[src/sv/rsc_pkg.sv]
// Shared types and codes for the sequenced relay command handler.
`timescale 1ns / 1ps

package rsc_pkg;

	localparam int LANES = 4;

	localparam logic [2:0] OP_ACK   = 3'd0;
	localparam logic [2:0] OP_RELAY = 3'd1;
	localparam logic [2:0] OP_STATE = 3'd2;
	localparam logic [2:0] OP_QUIT  = 3'd3;

	localparam logic [2:0] ST_OK      = 3'd0;
	localparam logic [2:0] ST_SEQ     = 3'd1;
	localparam logic [2:0] ST_RANGE   = 3'd2;
	localparam logic [2:0] ST_CLOSE   = 3'd3;
	localparam logic [2:0] ST_UNKNOWN = 3'd4;

	localparam logic [1:0] KIND_ACK  = 2'd0;
	localparam logic [1:0] KIND_RPT  = 2'd1;
	localparam logic [1:0] KIND_FIN  = 2'd2;

	localparam logic REG_RELAY_COUNT = 1'b0;

	typedef enum logic [2:0] {
		S_IDLE,
		S_CHECK,
		S_EMIT_ACK,
		S_EMIT_RPT,
		S_EMIT_FIN
	} state_t;

	// What one lane found out about its relay setting.
	typedef struct packed {
		logic bad;
		logic on;
	} lane_res_t;

endpackage

[src/sv/rsc_lane.sv]
// One checking lane: validates a single relay setting and decodes its target relay.
`timescale 1ns / 1ps

module rsc_lane #(
	parameter int NUM_RELAYS = 4
) (
	input  logic [7:0]            idx,
	input  logic [7:0]            val,
	input  logic [2:0]            used,
	output logic [NUM_RELAYS-1:0] hit,
	output rsc_pkg::lane_res_t    res
);
	import rsc_pkg::*;

	always_comb begin
		for (int j = 0; j < NUM_RELAYS; j++) begin
			hit[j] = (idx == 8'(j));
		end
		res.bad = (idx >= {5'b0, used}) || (val > 8'd1);
		res.on  = val[0];
	end

endmodule

[src/sv/rsc_merge.sv]
// Merging stage: applies the lane results in packet order and stops at the first bad setting.
`timescale 1ns / 1ps

module rsc_merge #(
	parameter int NUM_RELAYS = 4
) (
	input  logic [7:0]                 count,
	input  logic [2:0]                 used,
	input  rsc_pkg::lane_res_t         lane_res [rsc_pkg::LANES],
	input  logic [NUM_RELAYS-1:0]      lane_hit [rsc_pkg::LANES],
	input  logic [NUM_RELAYS-1:0]      relay_cur,
	output logic [NUM_RELAYS-1:0]      relay_next,
	output logic                       range_err
);
	import rsc_pkg::*;

	logic stop;

	always_comb begin
		relay_next = relay_cur;
		range_err  = 1'b0;
		stop       = 1'b0;
		if (count == 8'd0 || count > {5'b0, used}) begin
			range_err = 1'b1;
		end else begin
			for (int i = 0; i < LANES; i++) begin
				if (!stop && 8'(i) < count) begin
					if (lane_res[i].bad) begin
						range_err = 1'b1;
						stop      = 1'b1;
					end else begin
						relay_next = (relay_next & ~lane_hit[i]) |
							(lane_hit[i] & {NUM_RELAYS{lane_res[i].on}});
					end
				end
			end
		end
	end

endmodule

[src/sv/sequenced_relay_command_handler.sv]
// Top level of the sequenced relay command handler: sequencer, state and output register.
`timescale 1ns / 1ps

// Takes one command packet at a time and answers with one to three result items, the last
// of which is a final status marked by m_tlast. An item is registered on acceptance,
// checked in the next cycle (sequence numbers and, for a relay set, the four settings in
// parallel lanes), and then its results leave one per cycle, as long as the sink is ready,
// through a single output register. The next item is accepted once the final status has
// been loaded into the output register. relay_count is written through the APB port at
// address 0 and should only be changed while no item is in flight.
module sequenced_relay_command_handler #(
	parameter int NUM_RELAYS = 4
) (
	input  logic         clk,
	input  logic         arst_n,
	input  logic         s_tvalid,
	output logic         s_tready,
	// seq_num[31:0], settings_count[39:32], relay_index_a[47:40], relay_value_a[55:48],
	// relay_index_b[63:56], relay_value_b[71:64], relay_index_c[79:72],
	// relay_value_c[87:80], relay_index_d[95:88], relay_value_d[103:96]
	input  logic [103:0] s_tdata,
	// op[2:0]
	input  logic [2:0]   s_tuser,
	output logic         m_tvalid,
	input  logic         m_tready,
	// seq_out[31:0], relay_bitmap[35:32], status[38:36], zero[39]
	output logic [39:0]  m_tdata,
	// kind[1:0]
	output logic [1:0]   m_tuser,
	output logic         m_tlast,
	input  logic         psel,
	input  logic         penable,
	input  logic         pwrite,
	input  logic [2:0]   paddr,
	input  logic [31:0]  pwdata,
	output logic [31:0]  prdata,
	output logic         pready
);
	import rsc_pkg::*;

	state_t state_q, state_d;

	logic [2:0]  relay_count_q;
	logic [31:0] rx_last_seq_q;
	logic [31:0] tx_seq_q;
	logic [NUM_RELAYS-1:0] relay_on_q;

	logic [2:0]  op_q;
	logic [31:0] seq_q;
	logic [7:0]  cnt_q;
	logic [7:0]  idx_q [LANES];
	logic [7:0]  val_q [LANES];

	logic [31:0] ack_seq_q;
	logic [31:0] rpt_seq_q;
	logic [3:0]  bitmap_q;
	logic [2:0]  status_q;
	logic        has_rpt_q;

	logic        m_tvalid_q;
	logic [31:0] m_seq_q;
	logic [3:0]  m_bitmap_q;
	logic [2:0]  m_status_q;
	logic [1:0]  m_kind_q;
	logic        m_last_q;

	logic [2:0]  used;
	logic [31:0] tx_inc;
	logic        is_ack;
	logic        seq_ok;
	logic        chk_has_ack;
	logic [3:0]  bitmap_now;

	lane_res_t             lane_res [LANES];
	logic [NUM_RELAYS-1:0] lane_hit [LANES];
	logic [NUM_RELAYS-1:0] relay_next;
	logic                  range_err;

	logic        in_fire;
	logic        out_free;
	logic        load_out;
	logic        do_check;
	logic [1:0]  out_kind;
	logic [31:0] out_seq;
	logic [3:0]  out_bitmap;
	logic [2:0]  out_status;
	logic        out_last;
	logic        cfg_wr;

	// Configuration port.
	assign pready = 1'b1;
	assign cfg_wr = psel && penable && pwrite && pready;
	assign prdata = (paddr[2] == REG_RELAY_COUNT) ? {29'b0, relay_count_q} : 32'b0;

	always_ff @(posedge clk or negedge arst_n) begin
		if (!arst_n) begin
			relay_count_q <= 3'd2;
		end else if (cfg_wr && paddr[2] == REG_RELAY_COUNT) begin
			relay_count_q <= pwdata[2:0];
		end
	end

	assign used = (relay_count_q > 3'(NUM_RELAYS)) ? 3'(NUM_RELAYS) : relay_count_q;

	// Setting lanes and merge.
	for (genvar g = 0; g < LANES; g++) begin : g_lane
		rsc_lane #(.NUM_RELAYS(NUM_RELAYS)) u_lane (
			.idx  (idx_q[g]),
			.val  (val_q[g]),
			.used (used),
			.hit  (lane_hit[g]),
			.res  (lane_res[g])
		);
	end

	rsc_merge #(.NUM_RELAYS(NUM_RELAYS)) u_merge (
		.count      (cnt_q),
		.used       (used),
		.lane_res   (lane_res),
		.lane_hit   (lane_hit),
		.relay_cur  (relay_on_q),
		.relay_next (relay_next),
		.range_err  (range_err)
	);

	// Sequence checks of the registered item.
	assign tx_inc      = tx_seq_q + 32'd1;
	assign is_ack      = (op_q == OP_ACK);
	assign seq_ok      = (seq_q == rx_last_seq_q + 32'd1) && (seq_q != 32'd0);
	assign chk_has_ack = !is_ack && seq_ok;

	always_comb begin
		bitmap_now = '0;
		for (int j = 0; j < NUM_RELAYS; j++) begin
			bitmap_now[j] = relay_on_q[j] && (3'(j) < used);
		end
	end

	assign in_fire  = s_tvalid && s_tready;
	assign out_free = !m_tvalid_q || m_tready;

	// Next state.
	always_comb begin
		state_d = state_q;
		unique case (state_q)
			S_IDLE: begin
				if (s_tvalid) state_d = S_CHECK;
			end
			S_CHECK: begin
				state_d = chk_has_ack ? S_EMIT_ACK : S_EMIT_FIN;
			end
			S_EMIT_ACK: begin
				if (out_free) state_d = has_rpt_q ? S_EMIT_RPT : S_EMIT_FIN;
			end
			S_EMIT_RPT: begin
				if (out_free) state_d = S_EMIT_FIN;
			end
			S_EMIT_FIN: begin
				if (out_free) state_d = S_IDLE;
			end
			default: state_d = S_IDLE;
		endcase
	end

	// State outputs.
	always_comb begin
		s_tready   = 1'b0;
		do_check   = 1'b0;
		load_out   = 1'b0;
		out_kind   = KIND_FIN;
		out_seq    = 32'd0;
		out_bitmap = 4'd0;
		out_status = ST_OK;
		out_last   = 1'b0;
		unique case (state_q)
			S_IDLE: begin
				s_tready = 1'b1;
			end
			S_CHECK: begin
				do_check = 1'b1;
			end
			S_EMIT_ACK: begin
				load_out = out_free;
				out_kind = KIND_ACK;
				out_seq  = ack_seq_q;
			end
			S_EMIT_RPT: begin
				load_out   = out_free;
				out_kind   = KIND_RPT;
				out_seq    = rpt_seq_q;
				out_bitmap = bitmap_q;
			end
			S_EMIT_FIN: begin
				load_out   = out_free;
				out_kind   = KIND_FIN;
				out_status = status_q;
				out_last   = 1'b1;
			end
			default: begin
				s_tready = 1'b0;
			end
		endcase
	end

	always_ff @(posedge clk or negedge arst_n) begin
		if (!arst_n) begin
			state_q <= S_IDLE;
		end else begin
			state_q <= state_d;
		end
	end

	// Input item capture.
	always_ff @(posedge clk) begin
		if (in_fire) begin
			op_q  <= s_tuser;
			seq_q <= s_tdata[31:0];
			cnt_q <= s_tdata[39:32];
			for (int i = 0; i < LANES; i++) begin
				idx_q[i] <= s_tdata[40 + 16*i +: 8];
				val_q[i] <= s_tdata[48 + 16*i +: 8];
			end
		end
	end

	// Handler state updates.
	always_ff @(posedge clk or negedge arst_n) begin
		if (!arst_n) begin
			rx_last_seq_q <= 32'd0;
			tx_seq_q      <= 32'd0;
			relay_on_q    <= '0;
		end else if (do_check) begin
			if (is_ack) begin
				tx_seq_q <= tx_inc;
			end else if (seq_ok) begin
				rx_last_seq_q <= seq_q;
				if (op_q == OP_RELAY) relay_on_q <= relay_next;
				if (op_q == OP_STATE) tx_seq_q <= tx_inc;
			end
		end
	end

	// Results of the check, held while they are sent.
	always_ff @(posedge clk) begin
		if (do_check) begin
			ack_seq_q <= seq_q + 32'd1;
			rpt_seq_q <= tx_inc;
			bitmap_q  <= bitmap_now;
			has_rpt_q <= 1'b0;
			if (is_ack) begin
				status_q <= (seq_q == tx_inc && seq_q != 32'd0) ? ST_OK : ST_SEQ;
			end else if (!seq_ok) begin
				status_q <= ST_SEQ;
			end else begin
				unique case (op_q)
					OP_RELAY: status_q <= range_err ? ST_RANGE : ST_OK;
					OP_STATE: begin
						status_q  <= ST_OK;
						has_rpt_q <= 1'b1;
					end
					OP_QUIT:  status_q <= ST_CLOSE;
					default:  status_q <= ST_UNKNOWN;
				endcase
			end
		end
	end

	// Output register.
	always_ff @(posedge clk or negedge arst_n) begin
		if (!arst_n) begin
			m_tvalid_q <= 1'b0;
		end else if (load_out) begin
			m_tvalid_q <= 1'b1;
		end else if (m_tready) begin
			m_tvalid_q <= 1'b0;
		end
	end

	always_ff @(posedge clk) begin
		if (load_out) begin
			m_kind_q   <= out_kind;
			m_seq_q    <= out_seq;
			m_bitmap_q <= out_bitmap;
			m_status_q <= out_status;
			m_last_q   <= out_last;
		end
	end

	assign m_tvalid = m_tvalid_q;
	assign m_tdata  = {1'b0, m_status_q, m_bitmap_q, m_seq_q};
	assign m_tuser  = m_kind_q;
	assign m_tlast  = m_last_q;

endmodule

[config.mk]
export PLATFORM = sky130hd
export DESIGN_NAME = sequenced_relay_command_handler
export DESIGN_NICKNAME = d
export VERILOG_FILES = /design/src/sv/rsc_pkg.sv /design/src/sv/rsc_lane.sv /design/src/sv/rsc_merge.sv /design/src/sv/sequenced_relay_command_handler.sv
export SDC_FILE = /design/constraint.sdc
export NUM_CORES = 1
export LEC_CHECK = 0
export BUFFER_PORTS_ARGS = -buffer_cell sky130_fd_sc_hd__buf_2
export CORE_MARGIN = 2
export CORE_UTILIZATION = 49
export DETAILED_ROUTE_END_ITERATION = 10
export PLACE_DENSITY = 0.75
export SLEW_MARGIN = 10
export SYNTH_ARGS = -nofsm -noshare
export SYNTH_HDL_FRONTEND = slang
export SYNTH_HIERARCHICAL = 1
export SYNTH_SLANG_ARGS = --single-unit
[constraint.sdc]
create_clock -name clk -period 4.1 [get_ports clk]
set_input_delay 0.82 -clock clk [delete_from_list [all_inputs] [get_ports clk]]
set_output_delay 0.82 -clock clk [all_outputs]
set_load 0.02 [all_outputs]
== After elaboration in Yosys (flattened, before gate mapping) ==
Memories as Yosys holds them, arrays and structs flattened.
Index checks and enable logic that the tools add are counted.
Storage, ports and cells
  flip-flop bits (word level): 232
  memory bits (writable): 64
  bits of input ports: 149
  output and inout port bits: 78
  word-level logic and storage cells: 184
  memories kept: 2
Operators by class
  add/subtract/negate cells: 3
  order comparisons: 18
  eq/ne operators: 25
  multiplexer cells: 55
  bitwise logic cells: 20
  reductions and logical operators: 42
Memories
  idx_q: words 4, width 8, rd ports 4, clocked after memory_dff 0, write ports 4, RTL line sequenced_relay_command_handler.sv:51  | logic [7:0] idx_q [LANES];
  val_q: words 4, width 8, rd ports 4, clocked after memory_dff 0, write ports 4, RTL line sequenced_relay_command_handler.sv:52  | logic [7:0] val_q [LANES];
Operators with widths (number)
  $add 32x1->32 const B: 3
  $mux 32: 3
  $eq 32x32->1: 2
  $eq 8x2->1 const B: 8
  $pmux 32 s2: 1
  $mux 4: 11
  $logic_not 8->1: 5
  $and 4x4->4: 8
  $eq 8x1->1 const B: 4
  $ge 8x3->1: 4
  $gt 8x1->1 const B: 4
  $reduce_bool 32->1: 1
  $mux 3: 10
  $mux 1: 26
  $lt 1x8->1 const A: 2
  $lt 2x8->1 const A: 2
  $not 4->4: 4
  $or 4x4->4: 4
  $pmux 3 s5: 1
  $logic_and 1x1->1: 14
  $eq 3x2->1 const B: 4
  $pmux 3 s3: 1
  $gt 8x3->1: 1
  $ne 2x2->1 const B: 4
  other kinds (17): 36

== Longest topological paths before layout ==
Gate-level depths: netlist of run 1.
  depth after elaboration: 23
  mapped depth: 13
  mapped depth without buffers: 11

== Cells and area by module ==
Netlist of run 1, hierarchy kept.
Modules (own cells, without submodules)
  sequenced_relay_command_handler: instances 1, cells an instance 1097, area an instance 13908.3 sq um, seq. area each 8514.4 sq um
  rsc_lane: instances 4, cells an instance 20, area an instance 150.1 sq um, seq. area each 0.0 sq um
  rsc_merge: instances 1, cells an instance 68, area an instance 525.5 sq um, seq. area each 0.0 sq um

== Worst setup path before layout of run 1 ==
OpenSTA, ideal clock, no wires.
  kind: reg2reg
  from: register state_q[0]
  to: register cnt_q[0], enable pin
  setup time: 0.478 ns
  arrival: 3.887 ns
  data required time: 3.622 ns
  slack: -0.265 ns
  cell stages (with the launch flop): 5
  buffers on the path: 2
  period minus slack after synthesis: 4.365 ns
  path through: dfrtp_1 -> clkbuf_1 -> buf_1 -> nor3_1 -> and2_1
On the way
  cells in the longest elaborated chain, start to end: 3
Ends and longest elaborated chain
  start, declared: RTL line sequenced_relay_command_handler.sv:41  | state_t state_q, state_d;
  start signal, assigned: RTL line sequenced_relay_command_handler.sv:209  | state_q <= state_d;
  $logic_not 3->1: RTL line sequenced_relay_command_handler.sv:175  | unique case (state_q)
  $mux 1: RTL line sequenced_relay_command_handler.sv:175
  named net s_tready: RTL line sequenced_relay_command_handler.sv:17  | output logic s_tready,
  $logic_and 1x1->1: RTL line sequenced_relay_command_handler.sv:139  | assign in_fire = s_tvalid && s_tready;
  named net in_fire: RTL line sequenced_relay_command_handler.sv:79  | logic in_fire;
  end signal, assigned: RTL line sequenced_relay_command_handler.sv:218  | cnt_q <= s_tdata[39:32];
  end, declared: RTL line sequenced_relay_command_handler.sv:50  | logic [7:0] cnt_q;
The timed path passes the listed nets, and every way through them passes these cells.
A chain may end at the register's enable or synchronous reset.

== Worst setup path in the final report of run 1 ==
  from: register rx_last_seq_q[0]
  to: register rx_last_seq_q[14]
On the way
  cells in the longest elaborated chain, start to end: 4
Ends and longest elaborated chain
  start, declared: RTL line sequenced_relay_command_handler.sv:44  | logic [31:0] rx_last_seq_q;
  start signal, assigned: RTL line sequenced_relay_command_handler.sv:236  | rx_last_seq_q <= seq_q;
  $add 32x1->32: RTL line sequenced_relay_command_handler.sv:129  | assign seq_ok = (seq_q == rx_last_seq_q + 32'd1) && (seq_q != 32'd0);
  $eq 32x32->1: RTL line sequenced_relay_command_handler.sv:129
  $logic_and 1x1->1: RTL line sequenced_relay_command_handler.sv:129
  $reduce_and 3->1 (no source line)
Every way passes these cells.

==> metrics.md, run 1 <==
| Metric | Value |
|---|---|
| CTS tree | `built` |
| Required time of the critical path | `4530 ps` |
| Data arrival at the endpoint of the critical path | `4170 ps` |
| Number of antenna diodes | `0` |
| Highest net fanout along the worst path | `32` |
| Number of buffers added by the clock tree synthesis step | `30` |
| Number of setup buffers added after CTS | `0` |
| Cells along the critical path | `ha_1 > nand3_1 > nor4_4 > nand4_1 > mux2i_1 > a2111oi_0 > nand4_2 > nor3_4 > buf_12 > mux2_1` |
| Floorplan Core Area | `30400 um2` |
| Clk_skew | `16.4 ps` |
| Fraction of the cycle the final worst path needs | `0.912` |
| Maximum number of pins on one net before global-route repair | `59` |
| Class of the tightest hold or removal check | `input pin to async pin` |
| Switching power | `0.00213 W` |
| Fmax | `268 MHz` |
| Time the worst path needs with I/O delays and setup | `roughly 3700 ps` |
| Synth-to-Final Area Change | `13.8%` |
| Clock sink total | `296` |
| FILL cells | `2504` |
| Number of H-tree levels | `1` |
| Power density of the placed cells | `464 nW/um2` |
| Initial standard-cell utilization of the core | `0.494` |
| Total wire length | `roughly 31 mm` |
| Floorplan die height | `179 um` |
| Combinational share of power | `0.143` |
| Slack of the worst reg-to-reg path | `360 ps` |
| End of the worst register-to-register path | `rx_last_seq_q[14]` |
| Storage element area | `between 8000 and 9000 um2` |
| Die area | `between 30000 and 40000 um2` |
| Buffers from clock root to sink, at most | `3` |
| Via density per instance | `5.65` |
| Clock transition at the register clock pins on the worst setup and hold paths after CTS | `60 ps` |
| Max Slew Vio Count | `0` |
| Placement-stage cell area | `16100 um2` |
| Proportion of layout cells with a drive suffix above 1 | `0.200` |
| Multi-input gate area | `5900 um2` |
| Vias in the first global route | `roughly 9700` |
| Startpoint of the lowest-slack register-to-register path | `rx_last_seq_q[0]` |
| Type of origin of the critical path | `flop` |
| Critical path class | `flop to flop` |
| Worst slack, placed | `between 300 and 400 ps` |
| Setup repair after global routing missed its margin | `no` |
| Final Wtd Congestion | `around 0.95` |
| DR pass1 iterations | `5` |
| Number of distinct library cell variants in the gate-level netlist after synthesis | `82` |
| Final Hold Vio Count | `0` |
| Worst-margin pin slew | `795 ps` |
| DR vias | `roughly 10000` |
| Leading register cell type out of synthesis | `edfxtp_1` |
| Summed instance area of the synthesized netlist | `15000 um2` |
| Sequential area share after synthesis | `0.566` |
| Global-route usage over all layers | `0.193` |
| Number of buffer cells added on primary ports | `164` |
| Biggest cell delay along the critical path | `550 ps` |
| Switching share of power | `0.268` |
| Warning count from the yosys run | `6` |
| Row cnt | `64` |
| Slowest CP cell | `a2111oi_0` |
| Post-detail-place hpwl | `22.8 mm` |
| Number of nets in the final layout | `between 1500 and 2000` |
| # setup viols final | `0` |
| ANT nets after route | `0` |
| Die width | `179 um` |
| Sequential group share of total power | `0.499` |
| Reported leakage power | `6.62 nW` |
| Post-layout instance area | `17100 um2` |
| Total power after layout | `0.00794 W` |
| IO Count | `227` |
| Avg Synthesized Cell Area | `12.1 um2` |
| Starting DRC count in detailed routing | `between 1000 and 1500` |
| Remaining max-slew budget at the tightest pin | `0.466` |
| Max Cap Violations | `0` |
| Proportion of power drawn by the clock network | `0.358` |
| Gate count after technology mapping | `1245` |
| Initial antenna violation count | `0` |
| Ys async rst share | `0.253` |
| Peak VDD IR | `slightly above 0.3 mV` |
| Yosys reg bits | `296` |
| Detail-routed net length per standard cell | `around 17 um` |
| Worst slack on hold paths | `293 ps` |
| Final TNS setup | `0 ps` |
| Global route total overflow | `0` |
| Post-route setup slack | `between 300 and 400 ps` |
| Depth of the most critical reg-to-reg path | `10` |
| Clock network latency to the later pin of the worst-skew pair | `between 500 and 600 ps` |
| Kind of end point of the critical path | `flop` |
| Run status | `complete, no violations` |
| Cell internal pwr | `around 0.0058 W` |
| Number of flops mapped to enable cells by yosys | `221` |
| Clock root buffer | `clkbuf_16` |
| Total DRC errors in the routed layout | `0` |
| Wire length of the first global-routing pass | `49.7 mm` |
## worst max-delay path, delay by kind of cell, from the launching register on
family          cells  cell delay, ps
simple gates        5            1570
compound gates      1             550
mux                 2             540
flops               1             420
fa+ha+maj           1             260
buf+inv             1             250
## state kept, by name (all words and copies together) (netlist names)
register	flops
m_tlast	1
m_tuser	2
relay_on_q	4
has_rpt_q	1
cnt_q	8
m_tvalid	1
relay_count_q	3
tx_seq_q	32
rpt_seq_q	32
bitmap_q	4
op_q	3
val_q	32
state_q	3
seq_q	32
status_q	3
m_bitmap_q	4
rx_last_seq_q	32
m_seq_q	32
m_status_q	3
idx_q	32
ack_seq_q	32
## cells in the final DEF (no fill, tap or decap), types with 10 or more instances in the layout
master / synthesis / layout
mux2_2: 12 / 12
nor4_1: 33 / 33
nand2b_1: 22 / 22
and3_1: 26 / 26
nand4_1: 27 / 27
conb_1: 2 / 31
nand2_1: 61 / 61
nor2b_1: 11 / 11
xor2_1: 57 / 57
dfrtp_1: 74 / 73
mux2_1: 27 / 27
buf_4: 38 / 19
edfxtp_1: 221 / 221
a21oi_1: 11 / 10
and4_1: 13 / 13
mux2i_1: 40 / 40
nor2_1: 71 / 71
nor3_1: 34 / 33
nand3_1: 60 / 60
nor3b_1: 12 / 12
clkbuf_16: 0 / 31
buf_2: 17 / 163
xnor2_1: 88 / 88
ha_1: 19 / 19
inv_1: 41 / 40
a31oi_1: 15 / 15
o21ai_0: 17 / 17
## area by class of cell
class                      instances  share of cell area
clock buffer                      33              0.0458
sequential                       296               0.498
timing repair buffer             184              0.0583
clock inverter                    23              0.0154
inverter                          42             0.00921
tap                              396              0.0290
multi-input combinational        826               0.345
## per-layer routing
layer | global-route usage | vias to the layer above | wire length, um
li1 | - | 4810 | -
met1 | 0.279 | 4897 | 13700
met2 | 0.306 | 405 | 14300
met3 | 0.0318 | 55 | 2490
met4 | 0.0481 | 0 | 660
met5 | 0 | - | 0
## Yosys cell counts (19+ instances only)
library cell / n / area (um2)
buf_4: 38 / 285
clkbuf_1: 46 / 173
nand3_1: 60 / 300
nor2_1: 71 / 267
xnor2_1: 88 / 771
nand2b_1: 22 / 138
mux2i_1: 40 / 400
nor4_1: 33 / 206
inv_1: 41 / 154
xor2_1: 57 / 499
nor3_1: 34 / 170
edfxtp_1: 221 / 6640
dfrtp_1: 74 / 1850
ha_1: 19 / 238
nand4_1: 27 / 169
nand2_1: 61 / 229
mux2_1: 27 / 304
and3_1: 26 / 163
## cell families after synthesis
| family | after synthesis | synth area share |
|---|---|---|
| simple gates | 423 | 0.161 |
| flops | 296 | 0.566 |
| buf+inv | 152 | 0.0503 |
| xor+xnor | 146 | 0.0860 |
| compound gates | 128 | 0.0646 |
| mux | 79 | 0.0558 |
| fa+ha+maj | 19 | 0.0158 |
| other cells | 2 | 0.000500 |
## per-stage QoR
| stage | cells | util |
|---|---|---|
| 3_3_place_gp | 1744 | 0.528 |
| 6_report | 1800 | 0.562 |
| 4_1_cts | 1800 | 0.562 |
| 5_1_grt | 1800 | 0.562 |
| 2_1_floorplan | 1274 | - |
| 3_5_place_dp | 1744 | 0.528 |
## worst max path at each step
stage | start | to | slack (ps) | cells past startpoint
final | rx_last_seq_q[0] | rx_last_seq_q[14] | 360 | 10
after global routing | rx_last_seq_q[0] | rx_last_seq_q[9] | 90 | 10
after CTS | rx_last_seq_q[0] | rx_last_seq_q[14] | 340 | 10
after detailed placement | rx_last_seq_q[0] | rx_last_seq_q[14] | 370 | 10
after global placement | rx_last_seq_q[0] | rx_last_seq_q[1] | 490 | 10
after floorplan | state_q[2] | m_bitmap_q[0] | 640 | 3
## power groups by stage
stage,Sequential [W],Combinational (W),Clock [W]
3_3_place_gp,0.00400,0.00112,0
6_report,0.00396,0.00114,0.00284
2_1_floorplan,0.00398,0.000799,0
4_1_cts,0.00396,0.00115,0.00290
3_5_place_dp,0.00402,0.00115,0
5_1_grt,0.00400,0.00126,0.00302
## repair_timing
item,CTS,global route
hold buffers,0,0
resized for setup,0,1
endpoints found under the setup margin,0,22
No activity file was read; power rests on OpenSTA's default activity.
==> run 2, diff against run 1 <==
- REMOVE_ABC_BUFFERS: unset -> 1
==> run 2 against run 1 <==
  * First-iteration DRC count down 17%
  * Critical path depth up 1
  * Flip-flop and latch count unchanged
  * Core utilization down 0.090 points
  * Non-clock buffer count up 4
  * Combinational power about the same
  * Critical path type unchanged
  * Sequential power about the same
  * Design area down 0.16%
  * Critical endpoint is now relay_on_q[1]
  * Setup slack worse by 28 ps
  * Wire length up 3.0%
  * Clock skew down 5.6 ps
==> metrics.md, run 2 (synthesized netlist as in run 1, its figures left out) <==
| Metric | Value |
|---|---|
| Buffers from clock root to sink, at most | `3 (unchanged)` |
| Vias in the first global route | `9570 (was 9666)` |
| ANT nets after route | `0 (unchanged)` |
| Class of the tightest hold or removal check | `input pin to async pin (unchanged)` |
| Final Hold Vio Count | `0 (unchanged)` |
| Global route total overflow | `0 (unchanged)` |
| Proportion of layout cells with a drive suffix above 1 | `0.196 (was 0.200)` |
| Starting DRC count in detailed routing | `895 (was 1076)` |
| Reported leakage power | `6.61 nW (was 6.62 nW)` |
| Max Cap Violations | `0 (unchanged)` |
| # setup viols final | `0 (unchanged)` |
| Post-layout instance area | `17100 um2 (about the same)` |
| Clock transition at the register clock pins on the worst setup and hold paths after CTS | `60 ps (about the same)` |
| Startpoint of the lowest-slack register-to-register path | `relay_count_q[1] (was rx_last_seq_q[0])` |
| Biggest cell delay along the critical path | `570 ps (was 550 ps)` |
| Buffer and inverter count on the worst path | `1 (unchanged)` |
| Number of nets in the final layout | `1553 (was 1548)` |
| Clock root buffer | `clkbuf_16 (unchanged)` |
| Depth of the most critical reg-to-reg path | `11 (was 10)` |
| Number of setup buffers added after CTS | `0 (unchanged)` |
| Most frequent standard cell in the layout excluding fill and tap cells | `edfxtp_1 (unchanged)` |
| Fraction of the cycle the final worst path needs | `0.919 (was 0.912)` |
| Worst slack, placed | `390 ps (was 373 ps)` |
| Slack of the worst reg-to-reg path | `330 ps (was 360 ps)` |
| Source of the critical timing path | `relay_count_q[1] (was rx_last_seq_q[0])` |
| Highest net fanout along the worst path | `9 (was 32)` |
| Maximum number of pins on one net before global-route repair | `82 (was 59)` |
| End of the worst register-to-register path | `relay_on_q[1] (was rx_last_seq_q[14])` |
| Critical path class | `flop to flop (unchanged)` |
| Commonest non-fill, non-tap cells in the layout | `edfxtp_1, buf_2, xnor2_1 (unchanged)` |
| Post-route setup slack | `333 ps (was 362 ps)` |
| Type of origin of the critical path | `flop (unchanged)` |
| Post-detail-place hpwl | `23.3 mm (was 22.8 mm)` |
| Time the worst path needs with I/O delays and setup | `3770 ps (was 3740 ps)` |
| Peak VDD IR | `0.330 mV (was 0.309 mV)` |
| Worst slack on hold paths | `441 ps (was 293 ps)` |
| Slowest CP cell | `dfstp_2 (was a2111oi_0)` |
| Total DRC errors in the routed layout | `0 (unchanged)` |
| Die width | `179 um (unchanged)` |
| Final Wtd Congestion | `0.896 (was 0.955)` |
| Cells along the critical path | `nor2b_1 > inv_1 > ha_1 > a21o_1 > a211o_1 > or3_1 > a2111oi_2 > nand2_1 > mux2i_1 > a31oi_1 > mux2_2 (was ha_1 > nand3_1 > nor4_4 > nand4_1 > mux2i_1 > a2111oi_0 > nand4_2 > nor3_4 > buf_12 > mux2_1)` |
| Max Slew Vio Count | `0 (unchanged)` |
| Remaining max-slew budget at the tightest pin | `0.333 (was 0.466)` |
| DR vias | `10000 (was 10200)` |
| Synth-to-Final Area Change | `13.6% (was 13.8%)` |
| Initial standard-cell utilization of the core | `0.494 (unchanged)` |
| Clock network latency to the later pin of the worst-skew pair | `550 ps (was 560 ps)` |
| Via density per instance | `5.56 (was 5.65)` |
| Number of H-tree levels | `1 (unchanged)` |
| Initial antenna violation count | `1 (was 0)` |
| Required time of the critical path | `4530 ps (about the same)` |
| Placement-stage cell area | `16100 um2 (about the same)` |
| Total wire length | `32.0 mm (was 31.1 mm)` |
| CP delay by family, top | `compound AO/OA/AOI/OAI gates (was simple AND/OR/NAND/NOR gates)` |
| Number of buffer cells added on primary ports | `164 (unchanged)` |
| Setup repair after global routing missed its margin | `no (unchanged)` |
| IO Count | `227 (unchanged)` |
| CTS tree | `built (unchanged)` |
| DR pass1 iterations | `5 (unchanged)` |
| Run status | `complete, no violations (unchanged)` |
| Global-route usage over all layers | `0.200 (was 0.193)` |
| Kind of end point of the critical path | `flop (unchanged)` |
| Detail-routed net length per standard cell | `17.7 um (was 17.3 um)` |
| Power density of the placed cells | `458 nW/um2 (was 464 nW/um2)` |
| Floorplan Core Area | `30400 um2 (unchanged)` |
| Final TNS setup | `0 ps (unchanged)` |
| Die area | `32100 um2 (unchanged)` |
| Row cnt | `64 (unchanged)` |
| Count of instances resized after the clock tree is built | `0 (unchanged)` |
| Data arrival at the endpoint of the critical path | `4190 ps (was 4170 ps)` |
| Floorplan die height | `179 um (unchanged)` |
| Hold_buf cts | `0 (unchanged)` |
| Number of buffers added by the clock tree synthesis step | `31 (was 30)` |
| Clk_skew | `10.9 ps (was 16.4 ps)` |
| Worst-margin pin slew | `1000 ps (was 795 ps)` |
| Wire length of the first global-routing pass | `50.5 mm (was 49.7 mm)` |
| Fmax | `265 MHz (was 268 MHz)` |
| FILL cells | `2544 (was 2504)` |
| Clock sink total | `296 (unchanged)` |
-- run 2: cell count changes in the layout (fill, tap and decap cells not counted), moves of 3 or more --
cell        previous run  this run
buf_4                 19        23
clkinvlp_4             6         0
clkinv_1               3        10
bufinv_16              5         2
clkbuf_8               0         5
clkinv_2               7         2
-- run 2: metal layers --
metal	part of all wire	global-route usage	vias to the layer above	wire length, um
met3	0.066	0.0307	48	2120
met2	0.48	0.331	359	15300
met5	0	0	-	0
met1	0.43	0.274	4805	13900
met4	0.021	0.0551	0	660
li1	-	-	4833	-
-- run 2: stage by stage --
stage,util,std cells,power (W)
detailed placement,0.529,1748,0.00517
global placement,0.529,1748,0.00512
finish,0.562,1807,0.00782
floorplan,-,1164,0.00473
CTS,0.561,1805,0.00788
global route,0.561,1806,0.00814
-- run 2: where the power goes --
part	internal, W	switching (W)
logic	0.000421	0.000732
registers	0.00370	0.000256
clock network	0.00159	0.00112
total	0.00571	0.00211
-- run 2: worst max-delay path by stage --
stage / to / slack (ps) / cells past startpoint
after floorplan: cnt_q[0] / -660 / 2
after global placement: relay_on_q[0] / 410 / 11
after detailed placement: relay_on_q[1] / 390 / 11
after CTS: relay_on_q[1] / 360 / 11
after global routing: relay_on_q[1] / 110 / 11
final: relay_on_q[1] / 330 / 11
-- run 2: layout make-up --
class | instances | area, um2 | share of cell area
sequential | 296 | 8520 | 0.498
tap | 396 | 495 | 0.0290
antenna | 2 | 5.00 | 0.000293
multi-input combinational | 826 | 5890 | 0.344
clock inverter | 17 | 139 | 0.00813
inverter | 42 | 158 | 0.00923
clock buffer | 40 | 860 | 0.0503
timing repair buffer | 188 | 1030 | 0.0602
-- run 2: worst reg2reg max path, stage by stage (launching register included) --
cell       delay, ps
dfstp_2          570
nor2b_1          470
inv_1            100
ha_1             310
a21o_1           150
a211o_1          400
or3_1            480
a2111oi_2        530
nand2_1          110
mux2i_1          150
a31oi_1           60
mux2_2           310
